File: src/rtl/number_theoretic_transform_defines.svh
// Assertion macros shared by the transform RTL.
// Used by ntt_mulmod and number_theoretic_transform; expects clk and rst in scope.
`ifndef NUMBER_THEORETIC_TRANSFORM_DEFINES_SVH
`define NUMBER_THEORETIC_TRANSFORM_DEFINES_SVH

// same-cycle implication
`define NTT_ASSERT_NOW(lbl, ante, cons, msg) \
  lbl: assert property (@(posedge clk) disable iff (rst) (ante) |-> (cons)) else $error(msg);

// next-cycle implication
`define NTT_ASSERT_NXT(lbl, ante, cons, msg) \
  lbl: assert property (@(posedge clk) disable iff (rst) (ante) |=> (cons)) else $error(msg);

`endif

File: src/rtl/ntt_ram.sv
// Generic simple dual-port RAM: one write port, one read port, registered read.
// No dependencies.
`default_nettype none
module ntt_ram #(
  parameter int WIDTH = 31,
  parameter int DEPTH = 64
) (
  input  wire logic                     clk,
  input  wire logic                     we,
  input  wire logic [$clog2(DEPTH)-1:0] waddr,
  input  wire logic [WIDTH-1:0]         wdata,
  input  wire logic [$clog2(DEPTH)-1:0] raddr,
  output logic      [WIDTH-1:0]         rdata
);

  logic [WIDTH-1:0] mem [DEPTH];

  always_ff @(posedge clk) begin
    if (we) begin
      mem[waddr] <= wdata;
    end
    rdata <= mem[raddr];
  end

endmodule
`default_nettype wire

File: config.mk
export PLATFORM = sky130hd
export DESIGN_NAME = ntt_ram
export DESIGN_NICKNAME = d
export VERILOG_FILES = /design/src/rtl/number_theoretic_transform_defines.svh /design/src/rtl/ntt_ram.sv
export SDC_FILE = /design/constraint.sdc
export NUM_CORES = 2
export LEC_CHECK = 0
export ABC_AREA = 0
export BUFFER_PORTS_ARGS = -buffer_cell sky130_fd_sc_hd__buf_2
export CELL_PAD_IN_SITES_DETAIL_PLACEMENT = 1
export CELL_PAD_IN_SITES_GLOBAL_PLACEMENT = 1
export CORE_UTILIZATION = 45
export DETAILED_ROUTE_END_ITERATION = 7
export PLACE_DENSITY_LB_ADDON = 0.1
export SLEW_MARGIN = 20
export SYNTH_ARGS = -nofsm -noshare
export SYNTH_HDL_FRONTEND = slang
export SYNTH_SLANG_ARGS = --single-unit
File: constraint.sdc
create_clock -name clk -period 3.5 [get_ports clk]
set_input_delay 0.7 -clock clk [delete_from_list [all_inputs] [get_ports clk]]
set_output_delay 0.7 -clock clk [all_outputs]
set_load 0.02 [all_outputs]
# Yosys cells after proc, flatten, opt, wreduce, memory -nomap -nowiden
# Memories as Yosys holds them, arrays and structs flattened. A register that Yosys moved wholly into a read port is not among the register bits.
# Index checks and enable logic that the tools add are counted.
# Widths: inputs -> output; s select.
[word_totals]
mem_bits_rw = 1984
elab_cells = 3
regBits = 0
inputBits = 45
output_inout_bits = 31
memories = 1
[classes]
mux = 2
[memory_table]
columns = ["memory", "words", "width", "rd", "rd_clocked_by_memory_dff", "write_ports", "line_no", "rtl"]
rows = [
  ["mem", 64, 31, 1, 1, 1, "ntt_ram.sv:16", "logic [WIDTH-1:0] mem [DEPTH];"],
]
[ops]
columns = ["operator", "n"]
rows = [
  ["$mux 1", 2],
]

# Longest topological paths before layout
[depth]
depth_word = 2
mapped_depth = 10
mapped_depth_nobuf = 5

# Worst setup path after synthesis
# Ideal clock, no wire load.
[synth_path]
path_type = "input to register"
start = "input port waddr[3]"
end = "memory mem[48][0] (enable)"
setup_ns = 0.458
slack_ns = -0.289
arrival_ns = 3.332
required_ns = 3.042
n_path_buf = 1
stages = 4
path_cell_list = "clkbuf_1 nor2b_1 nand4b_1 nor3_1"
[synth_rtl]
columns = ["item", "line_no", "rtl"]
rows = [
  ["from (decl)", "ntt_ram.sv:10", "input wire logic [$clog2(DEPTH)-1:0] waddr,"],
  ["to (decl)", "ntt_ram.sv:16", ""],
]
# Straight into the memory's write port.

==> out/metrics.yaml <==
timing:
  period_share: 0.799
  slew_headroom: 0.272
  fin_skew_ns: 0.0397
  tightest_slew_ns: 1.08
  fmax_mhz: 358
  grt_setup_unrepaired: "false"
  hold_violations: 0
  setup_viol: 0
  fin_setup_tns_ns: 0
  timing.hold.ws_ns: 0.393
  post-route-min-period_ns: 2.80
  drv_slew: 0
power:
  combPwrFrac: 0.049
  pwr-share-seq: 0.529
  p_int_mw: 39.9
  total_power_mw: 50.7
  switchingPower_mw: 10.8
  p_clk_frac: 0.422
  leakage_nw: 28.3
  powerDensity_nw_per_um2: 574
  p_sw_frac: 0.213
  peakVddDrop_mv: 0.553
clock_tree:
  cts_max_level: 4
  cts_sinks: 2015
  clk_pin_slew_ns: 0.06
  clk_latency_ns: 0.84
  cts_root_buf: "clkbuf_16"
  cts_hold_repair.buffers: 0
  clock_tree.buffer_depth: 3
  postCtsSetupRepairBufs: 0
  cts_buffers: 206
  ctsResizeCount: 0
  cts_tree: "built"
synthesis:
  yosysSeqAreaShare: 0.789
  synth_nets: 3463
  syn_area_per_cell_um2: 22.3
  synth_edf_count: 1984
  yosys_warnings: 0
  ys_types: 33
  synthCells: 3418
  synthesis.area_um2: 76300
  synth_async_sr_flop_share: 0
  synth_flop_cell: "edfxtp_1"
  ys_seq_elements: 2015
setup_path:
  worstSetupEndpointType: "register"
  ff2ff_path_depth: 5
  required_ns: 4.18
  worstPathArrival_ns: 3.48
  crit_path_start_kind: "primary input"
  reg2reg_to: "rdata[24]"
  reg2reg_slack_ns: 1.20
  crit_type: "primary input to register"
  path_max_fanout: 56
  r2r_start: "mem[34][24]"
floorplanning:
  core_area_um2: 168000
  dieArea_um2: 171000
  io_pins: 76
  num_rows: 150
  initial_core_util: 0.455
  die_h_um: 414
  die_w_um: 414
final_layout:
  final_cell_mix: "edfxtp_1 (1984), mux4_2 (403), mux2i_1 (295)"
  fin_area_um2: 88200
  final_cells: 6106
  nets: 3760
  area_growth_pct: 15.6
  drive_gt1_frac: 0.275
  final_common_cell: "edfxtp_1"
drt:
  viasPerCell: 5.97
  drcViolationCount: 0
  drtIter0Drc: 3244
  first_pass_iters: 8
  wl_per_cell_um: 33.0
  ant_nets: 0
  vias: 36500
  drt-total-wl_um: 201000
grt:
  grt_use_total: 0.238
  grt_overflow: 0
  grt_pass1_wl_um: 285000
  grt_start_max_net_pins: 101
  grt_pass1_vias: 38600
  grt_antenna_before_repair: 32
worst_hold_path:
  holdPathStages: 1
  hold_end: "mem[61][18]"
  hold_start: "wdata[18]"
  min_path_type: "primary input to register"
placed_design:
  hpwl_um: 120000
  portBuffers: 75
  place_area_um2: 81600
  dpl.cell_count: 5711
  finalWeightedCongestion: 0.772
run:
  drv_cap: 0
status:
  status: "completed"
==> synthesized netlist by cell type, types with 6 or more instances <==
library cell | number | area, um^2
nor2_1 | 77 | 289
nor3_1 | 7 | 35.0
clkbuf_1 | 79 | 297
o22ai_1 | 85 | 532
edfxtp_1 | 1984 | 59600
mux4_2 | 403 | 9080
nor2b_1 | 6 | 37.5
buf_4 | 24 | 180
o31ai_1 | 26 | 195
a21o_1 | 26 | 195
dfxtp_1 | 31 | 621
buf_1 | 12 | 45.0
and3_1 | 26 | 163
a31oi_1 | 52 | 325
buf_2 | 78 | 390
mux2_2 | 7 | 78.8
mux2i_1 | 295 | 2950
nand3_1 | 6 | 30.0
nand2_1 | 10 | 37.5
o21ai_0 | 52 | 260
a22oi_1 | 104 | 781
==> flip-flops by register name (all words and copies together), names as in the netlist <==
name / count
mem: 1984
rdata: 31
==> logic make-up after synthesis <==
family          after synthesis  synth area share
flops                      2015             0.789
simple gates                151           0.00953
buf+inv                     195            0.0122
compound gates              352            0.0306
mux                         705             0.159
==> worst max path at each step <==
stage	from	cells past startpoint	endpoint
2_1_floorplan	waddr[5]	4	mem[39][0]
3_3_place_gp	raddr[0]	7	rdata[5]
3_5_place_dp	raddr[0]	7	rdata[5]
4_1_cts	raddr[0]	7	rdata[5]
5_1_grt	raddr[0]	7	rdata[8]
6_report	raddr[1]	8	rdata[24]
==> critical path: stages <==
cell and delay [ns]:
buf_8 0.22, buf_12 0.35, buf_4 0.39, mux4_2 0.35
mux2i_1 0.33, nor2_1 0.09, a211oi_1 0.81, nor3_1 0.11
==> per-layer routing <==
layer  GRT usage  share of wire  up-vias
met2       0.392           0.49     1078
li1            -              -    15200
met5           0        0.00028        -
met3      0.0467          0.061      288
met1       0.327           0.42    19900
met4      0.0607          0.022       10
==> metrics by stage <==
| stage | util | setup slack [ns] |
|---|---|---|
| 2_1_floorplan | - | 0.192 |
| 3_3_place_gp | 0.486 | -0.0720 |
| 3_5_place_dp | 0.486 | -0.0910 |
| 4_1_cts | 0.525 | 0.807 |
| 5_1_grt | 0.526 | 0.562 |
| 6_report | 0.526 | 0.705 |
==> layout make-up <==
type	instances	area [um^2]
Clock inverter	125	1100
Multi-Input combinational cell	1208	15700
Antenna cell	10	25.0
Clock buffer	260	5480
Sequential cell	2015	60200
Timing Repair Buffer	284	2970
Fill cell	14400	79500
Tap cell	2204	2760
==> power by group through the flow <==
stage / sequential, mW / clock [mW] / combinational (mW)
floorplan: 27.3 / 0 / 1.26
global placement: 27.3 / 0 / 2.42
detailed placement: 27.4 / 0 / 2.49
CTS: 26.8 / 21.8 / 2.50
global route: 26.8 / 22.6 / 2.63
finish: 26.8 / 21.4 / 2.48
(Power assumes the default switching activity.)
