--- src/rtl/number_theoretic_transform_defines.svh ---
// Assertion macros shared by the transform RTL.
// Used by ntt_mulmod and number_theoretic_transform; expects clk and rst in scope.
`ifndef NUMBER_THEORETIC_TRANSFORM_DEFINES_SVH
`define NUMBER_THEORETIC_TRANSFORM_DEFINES_SVH

// same-cycle implication
`define NTT_ASSERT_NOW(lbl, ante, cons, msg) \
  lbl: assert property (@(posedge clk) disable iff (rst) (ante) |-> (cons)) else $error(msg);

// next-cycle implication
`define NTT_ASSERT_NXT(lbl, ante, cons, msg) \
  lbl: assert property (@(posedge clk) disable iff (rst) (ante) |=> (cons)) else $error(msg);

`endif

--- src/rtl/ntt_pkg.sv ---
// Shared types and constants for the number theoretic transform.
// No dependencies; imported by ntt_mulmod and number_theoretic_transform.
`default_nettype none
package ntt_pkg;

  localparam int VAL_W = 31;
  localparam int POS_W = 6;
  localparam int CFG_IDX_W = 3;

  localparam logic [VAL_W-1:0] MODULUS_RST = 31'd998244353;
  localparam logic [VAL_W-1:0] BASE_ROOT_RST = 31'd31;
  localparam logic [4:0] TWO_ADICITY_RST = 5'd23;
  localparam logic [2:0] LOG_LENGTH_RST = 3'd6;

  typedef enum logic [CFG_IDX_W-1:0] {
    CFG_MODULUS     = 3'd0,
    CFG_BASE_ROOT   = 3'd1,
    CFG_TWO_ADICITY = 3'd2,
    CFG_LOG_LENGTH  = 3'd3,
    CFG_INVERSE     = 3'd4
  } cfg_idx_t;

  // request to the modular multiplier: result = a * b mod m, a must be below m
  typedef struct packed {
    logic             start;
    logic [VAL_W-1:0] a;
    logic [VAL_W-1:0] b;
    logic [VAL_W-1:0] m;
  } mm_req_t;

  typedef struct packed {
    logic             done;
    logic [VAL_W-1:0] value;
  } mm_res_t;

endpackage
`default_nettype wire

--- src/rtl/ntt_mulmod.sv ---
// Bit-serial modular multiplier, one bit of b per cycle (double, then add).
// Depends on ntt_pkg and the assertion macros header.
`default_nettype none
`include "number_theoretic_transform_defines.svh"
module ntt_mulmod (
  input  wire logic            clk,
  input  wire logic            rst,
  input  wire ntt_pkg::mm_req_t req,
  output ntt_pkg::mm_res_t     res
);
  import ntt_pkg::*;

  logic [VAL_W-1:0] a_q;
  logic [VAL_W-1:0] b_q;
  logic [VAL_W-1:0] m_q;
  logic [VAL_W-1:0] acc;
  logic [4:0]       cnt;
  logic             busy;
  logic             done;
  logic [VAL_W:0]   dbl;
  logic [VAL_W:0]   dbl_red;
  logic [VAL_W:0]   sum;
  logic [VAL_W:0]   sum_red;

  // acc stays below m, so each step needs one compare-subtract per add
  always_comb begin
    dbl     = {acc, 1'b0};
    dbl_red = (dbl >= {1'b0, m_q}) ? dbl - {1'b0, m_q} : dbl;
    sum     = dbl_red + (b_q[VAL_W-1] ? {1'b0, a_q} : '0);
    sum_red = (sum >= {1'b0, m_q}) ? sum - {1'b0, m_q} : sum;
  end

  always_ff @(posedge clk) begin
    if (rst) begin
      busy <= 1'b0;
      done <= 1'b0;
      cnt  <= '0;
    end else begin
      done <= 1'b0;
      if (req.start) begin
        busy <= 1'b1;
        cnt  <= 5'(VAL_W);
      end else if (busy) begin
        cnt <= cnt - 5'd1;
        if (cnt == 5'd1) begin
          busy <= 1'b0;
          done <= 1'b1;
        end
      end
    end
  end

  always_ff @(posedge clk) begin
    if (req.start) begin
      a_q <= req.a;
      b_q <= req.b;
      m_q <= req.m;
      acc <= '0;
    end else if (busy) begin
      acc <= sum_red[VAL_W-1:0];
      b_q <= {b_q[VAL_W-2:0], 1'b0};
    end
  end

  assign res.done  = done;
  assign res.value = acc;

  `NTT_ASSERT_NOW(a_mm_no_restart, req.start, !busy, "multiplier restarted while busy")
  `NTT_ASSERT_NOW(a_mm_reduced, done, acc < m_q || m_q == '0, "product not reduced")
  `NTT_ASSERT_NXT(a_mm_done_pulse, done, !done, "done held for more than one cycle")

endmodule
`default_nettype wire

--- config.mk ---
export PLATFORM = sky130hd
export DESIGN_NAME = ntt_mulmod
export DESIGN_NICKNAME = d
export VERILOG_FILES = /design/src/rtl/ntt_pkg.sv /design/src/rtl/ntt_mulmod.sv
export VERILOG_INCLUDE_DIRS = /design/src /design/src/rtl
export SDC_FILE = /design/constraint.sdc
export NUM_CORES = 1
export LEC_CHECK = 0
export BUFFER_PORTS_ARGS = -buffer_cell sky130_fd_sc_hd__buf_4
export CORE_MARGIN = 3
export CORE_UTILIZATION = 40
export CTS_CLUSTER_DIAMETER = 120
export CTS_CLUSTER_SIZE = 30
export DETAILED_ROUTE_END_ITERATION = 10
export HOLD_SLACK_MARGIN = 0.15
export MAX_ROUTING_LAYER = met4
export SLEW_MARGIN = 20
export SYNTH_ARGS = -nofsm -noshare
export SYNTH_HDL_FRONTEND = slang
export SYNTH_SLANG_ARGS = --single-unit
export TNS_END_PERCENT = 30
--- constraint.sdc ---
create_clock -name clk -period 8.9 [get_ports clk]
set_clock_uncertainty 0.1 [all_clocks]
set_input_delay 1.78 -clock clk [delete_from_list [all_inputs] [get_ports clk]]
set_output_delay 1.78 -clock clk [all_outputs]
set_load 0.01 [all_outputs]
# Yosys cells after proc, flatten, opt, wreduce, memory -nomap -nowiden
# Cells that the tools add are included.
# totals
input_bits	96
out_inout_bits	32
elab_cells	28
ff_bits	131
# op_classes
bitwise	1
n_eq_ne	1
n_lt_le_gt_ge	2
muxes	11
n_addsub	4
n_reduce_logical	2
# ops
operator	count
$mux W31	4
$ge A32 B31 Y1	2
$add A32 B31 Y32	1
$mux W32	1
$sub A32 B31 Y32	1
$sub A31 B31 Y31	1
$mux W5	2
$eq A5 B1 Y1 const B	1
$sub A5 B1 Y5 const B	1
$mux W1	4
$reduce_or A3 Y1	1
$reduce_bool A2 Y1	1
$not A1 Y1	1

# Depth between registers and ports, before layout
# depth
word_depth	5
ltp_mapped	34
mapped_depth_nobuf	32

# Worst setup path before layout
# Ideal clock, no wire load.
# synth_timing
kind	register to register
start	register acc[8]
end	register acc[9]
path_stages_with_launch	30
path_buffers	3
required_ns	8.645
t_arrival_ns	6.453
setup_slack_ns	2.192
period_less_slack_ns	6.708
setup_time_ns	0.155
path_cell_list	dfxtp_1 ha_1 a211oi_2 o21ai_1 a211oi_1 a221oi_2 nor2_1 clkbuf_1 clkbuf_1 nand2_1 o21ai_0 ha_1 o21a_1 o21a_1 o22a_2 o21ai_2 o21ai_0 a31oi_1 or4b_2 nand4_1 ha_1 and4_1 and3_1 a31oi_1 a21oi_1 a211o_1 nor2_8 buf_6 mux2i_1 o22ai_1
# synth_via
elab_chain_len	5
word_cells_on_any_way	7
classes_between	add/sub (3); order compare (2); mux (2)
# synth_rtl
item	line_no	rtl
start: declaration	ntt_mulmod.sv:16	logic [VAL_W-1:0] acc;
start signal: assignment	ntt_mulmod.sv:60	acc <= sum_red[VAL_W-1:0];
$sub A32 B31 Y32 / $ge A32 B31 Y1 (equally long branches)	ntt_mulmod.sv:28	dbl_red = (dbl >= {1'b0, m_q}) ? dbl - {1'b0, m_q} : dbl;
$mux W32 *	ntt_mulmod.sv:28	
$add A32 B31 Y32 *	ntt_mulmod.sv:29	sum = dbl_red + (b_q[VAL_W-1] ? {1'b0, a_q} : '0);
$sub A31 B31 Y31 / $ge A32 B31 Y1 (equally long branches)	ntt_mulmod.sv:30	sum_red = (sum >= {1'b0, m_q}) ? sum - {1'b0, m_q} : sum;
$mux W31 *	ntt_mulmod.sv:30	
# Every way passes the cells marked *; elsewhere a longest branch is shown, timed or not.
# A chain may end at the register's enable or synchronous reset.

# Worst setup path in the final report
# layout_timing
start	register m_q[1]
end	register acc[3]
# layout_via
elab_chain_len	5
word_cells_on_any_way	7
classes_between	add/sub (3); order compare (2); mux (2)
# layout_rtl
item	line_no	rtl
start: declaration	ntt_mulmod.sv:15	logic [VAL_W-1:0] m_q;
start signal: assignment	ntt_mulmod.sv:57	m_q <= req.m;
$sub A32 B31 Y32 / $ge A32 B31 Y1 (equally long branches)	ntt_mulmod.sv:28	
$mux W32	ntt_mulmod.sv:28	
$add A32 B31 Y32	ntt_mulmod.sv:29	
$sub A31 B31 Y31 / $ge A32 B31 Y1 (equally long branches)	ntt_mulmod.sv:30	
$mux W31 *	ntt_mulmod.sv:30	
# Marks and branches as above.

==> flow_summary.ini <==
[power]
p_per_area_nw_per_um2 = 389
switching_share = 0.480
power_w = 0.00469
peakVddDrop_v = 0.000239
p_leak_nw = 5.28
p_seq_frac = 0.174
clock_power_share = 0.155
p_int_w = 0.00244
pwr-share-comb = 0.671
p_switching_w = 0.00225

[sta]
worstMarginPinSlew_ns = 1.05
hold_viol = 0
slew_viol_final = 0
max_slew_margin = 0.299
post-route-period-util = 0.933
clock.fmax_mhz = 120
rsz0062_at_grt = false
timing.setup.tns_ns = 0
min_period_ns = 8.30
setup_violations = 0
timing.hold.ws_ns = 0.428

[grt]
grt_usage = 0.215
grt_max_degree = 45
grt_pass1_wl_mm = 44.2
antenna_found_initial = 0
overflow = 0
first_global_vias = 8260

[clocking]
cts_tree = yes
clock_latency_ns = 0.44
path_clk_slew_ns = 0.07
clock_path_buffers = 2
cts-buffers-inserted = 17
holdBufCountCts = 0
htree_levels = 4
cts_num_sinks = 131
cts_root_buffer = clkbuf_16
post_cts_buffers = 0
cts.repair.resized = 0

[synthesis]
synth_cell_type_count = 75
synth_area_leaders = edfxtp_1, ha_1, dfxtp_1
yosys_register_bits = 131
synth_largest_area_cell = edfxtp_1
synth_enable_flop_cells = 93
synth_area_sq_um = 10200
postSynthAreaPerCell_sq_um = 9.35
synth_ff_type = edfxtp_1
ys_warn_count = 0
synthArstFlopShare = 0
ys_seq_area_frac = 0.349
yosys.area.top_type_share = 0.275
synth_nets = 1282
netlist_instances = 1088

[layout]
nNetsFinal = 1406
antennaDiodeCount = 0
final_area_sq_um = 12100
area_delta_synth_final_pct = 18.6
drive_gt1_frac = 0.186

[floorplanning]
start_util = 0.412
die_area_sq_um = 27400
ioPinCount = 128
die_h_um = 165
coreArea_sq_um = 24700
fp-row-count = 57
die-width_um = 165

[worst_setup_path]
arrival_ns = 8.53
critPathCaptureType = register
crit_type = reg -> reg
worst_path_max_delay_cell = nor4_1
path_max_fanout = 22
cp_data_required_time_ns = 9.12
critical_path.max_stage_delay_ns = 0.58
cp-start-kind = register

[routing]
wirelength_mm = 28.4
vias = 8612
postRouteAntennaNets = 0
route.detailed.drc = 0
initialDrtViolationCount = 626
wl_per_cell_um = 18.3
via_per_inst = 5.56
drt_pass1_iterations = 5

[placement]
gp_congestion = 0.936
io_buffers = 127
dp_hpwl_mm = 21.4
postPlaceCellArea_sq_um = 11400

[run]
cap_viol_max_count = 0

[run_status]
status = finished, final reports clean

[hold_path]
hold_path_class = reg -> reg
cells in the final DEF (no fill, tap or decap), drive strengths merged, types with 13 or more instances in the layout:
cell type	instances
nand2	85
o21bai	16
dfxtp	38
xnor2	44
nor3	20
a211oi	31
inv	80
mux2i	19
nor2	72
nand2b	13
nand3	30
clkbuf	17
xor2	28
o21ai	64
mux2	35
a21oi	77
edfxtp	93
ha	95
a21o	36
o31ai	14
buf	134
and2	33
final timing paths:
check	startpoint	end	slack, ns	depth (start not counted)
setup / recovery	m_q[1]$_DFFE_PP_	acc[3]$_SDFFE_PP0P_	0.60	31
hold / removal	acc[17]$_SDFFE_PP0P_	acc[17]$_SDFFE_PP0P_	0.43	2
setup reg to reg	m_q[1]$_DFFE_PP_	acc[3]$_SDFFE_PP0P_	0.60	31
hold reg to reg	acc[17]$_SDFFE_PP0P_	acc[17]$_SDFFE_PP0P_	0.43	2
critical path: cells and delay by family (launching register included):
kind,cells,cell delay (ns)
AND/OR/NAND/NOR,8,2.04
adder cells (fa/ha/maj),3,0.99
AO/OA/AOI/OAI,18,4.32
buffers and inverters,1,0.17
XOR/XNOR,1,0.22
flip-flops,1,0.37
sequential cells by signal (all words and copies together), names as in the netlist:
name and count:
cnt 5, b_q 31, done 1, acc 31, a_q 31, m_q 31, busy 1
cells in the mapped netlist (4+ instances only):
| cell | count |
|---|---|
| ha_1 | 95 |
| edfxtp_1 | 93 |
| nand2_1 | 85 |
| a21oi_1 | 77 |
| inv_1 | 71 |
| nor2_1 | 70 |
| o21ai_0 | 57 |
| xnor2_1 | 44 |
| dfxtp_1 | 38 |
| a21o_1 | 36 |
| mux2_2 | 35 |
| and2_1 | 33 |
| nand3_1 | 30 |
| a211oi_1 | 29 |
| xor2_1 | 28 |
| clkbuf_1 | 22 |
| nor3_1 | 20 |
| mux2i_1 | 19 |
| o21bai_1 | 16 |
| nand2b_1 | 13 |
| o31ai_1 | 13 |
| and3_1 | 12 |
| o21a_1 | 11 |
| a31oi_1 | 10 |
| nor2b_1 | 10 |
| nand4_1 | 8 |
| o311ai_0 | 7 |
| a21boi_0 | 6 |
| o211ai_1 | 6 |
| o21ai_1 | 6 |
| nor4_1 | 5 |
| or3_1 | 5 |
| a211o_1 | 4 |
| a31o_2 | 4 |
| o31a_1 | 4 |
logic make-up (layout without fill, tap and decap cells):
kind of cell,count (synthesis),count (layout),share of synthesized area
mux,54,54,0.0574
buf+inv,101,237,0.0418
flops,131,131,0.349
compound gates,319,319,0.210
fa+ha+maj,98,98,0.123
simple gates,312,313,0.155
xor+xnor,73,73,0.0643
area by class of cell:
class,count,area [sq um]
inverters,71,267
clock buffers,17,425
well taps,324,405
repair buffers,134,1010
flip-flops and latches,131,3550
multi-input cells,857,6210
clock inverters,15,180
fillers,2370,12600
per-stage QoR:
stage               instances  worst slack [ns]   util
finish                   1549             0.597  0.489
global route             1549            0.0586  0.489
CTS                      1547             0.574  0.488
detailed placement       1515             0.656  0.463
global placement         1515             0.767  0.463
floorplan                1088              2.19      -
layer usage:
layer | global-route usage | up-vias | part of all wire
met3 | 0.0461 | 42 | 0.061
met1 | 0.279 | 4009 | 0.46
met2 | 0.339 | 263 | 0.46
met5 | - | - | 0
li1 | - | 4298 | -
met4 | 0.0635 | 0 | 0.020
power groups by stage:
stage | Combinational, W | Clock [W] | Sequential [W]
floorplan | 0.00244 | 0 | 0.000820
global placement | 0.00303 | 0 | 0.000834
detailed placement | 0.00304 | 0 | 0.000834
CTS | 0.00306 | 0.000743 | 0.000822
global route | 0.00347 | 0.000767 | 0.000828
finish | 0.00315 | 0.000726 | 0.000817
(Power assumes the default switching activity.)
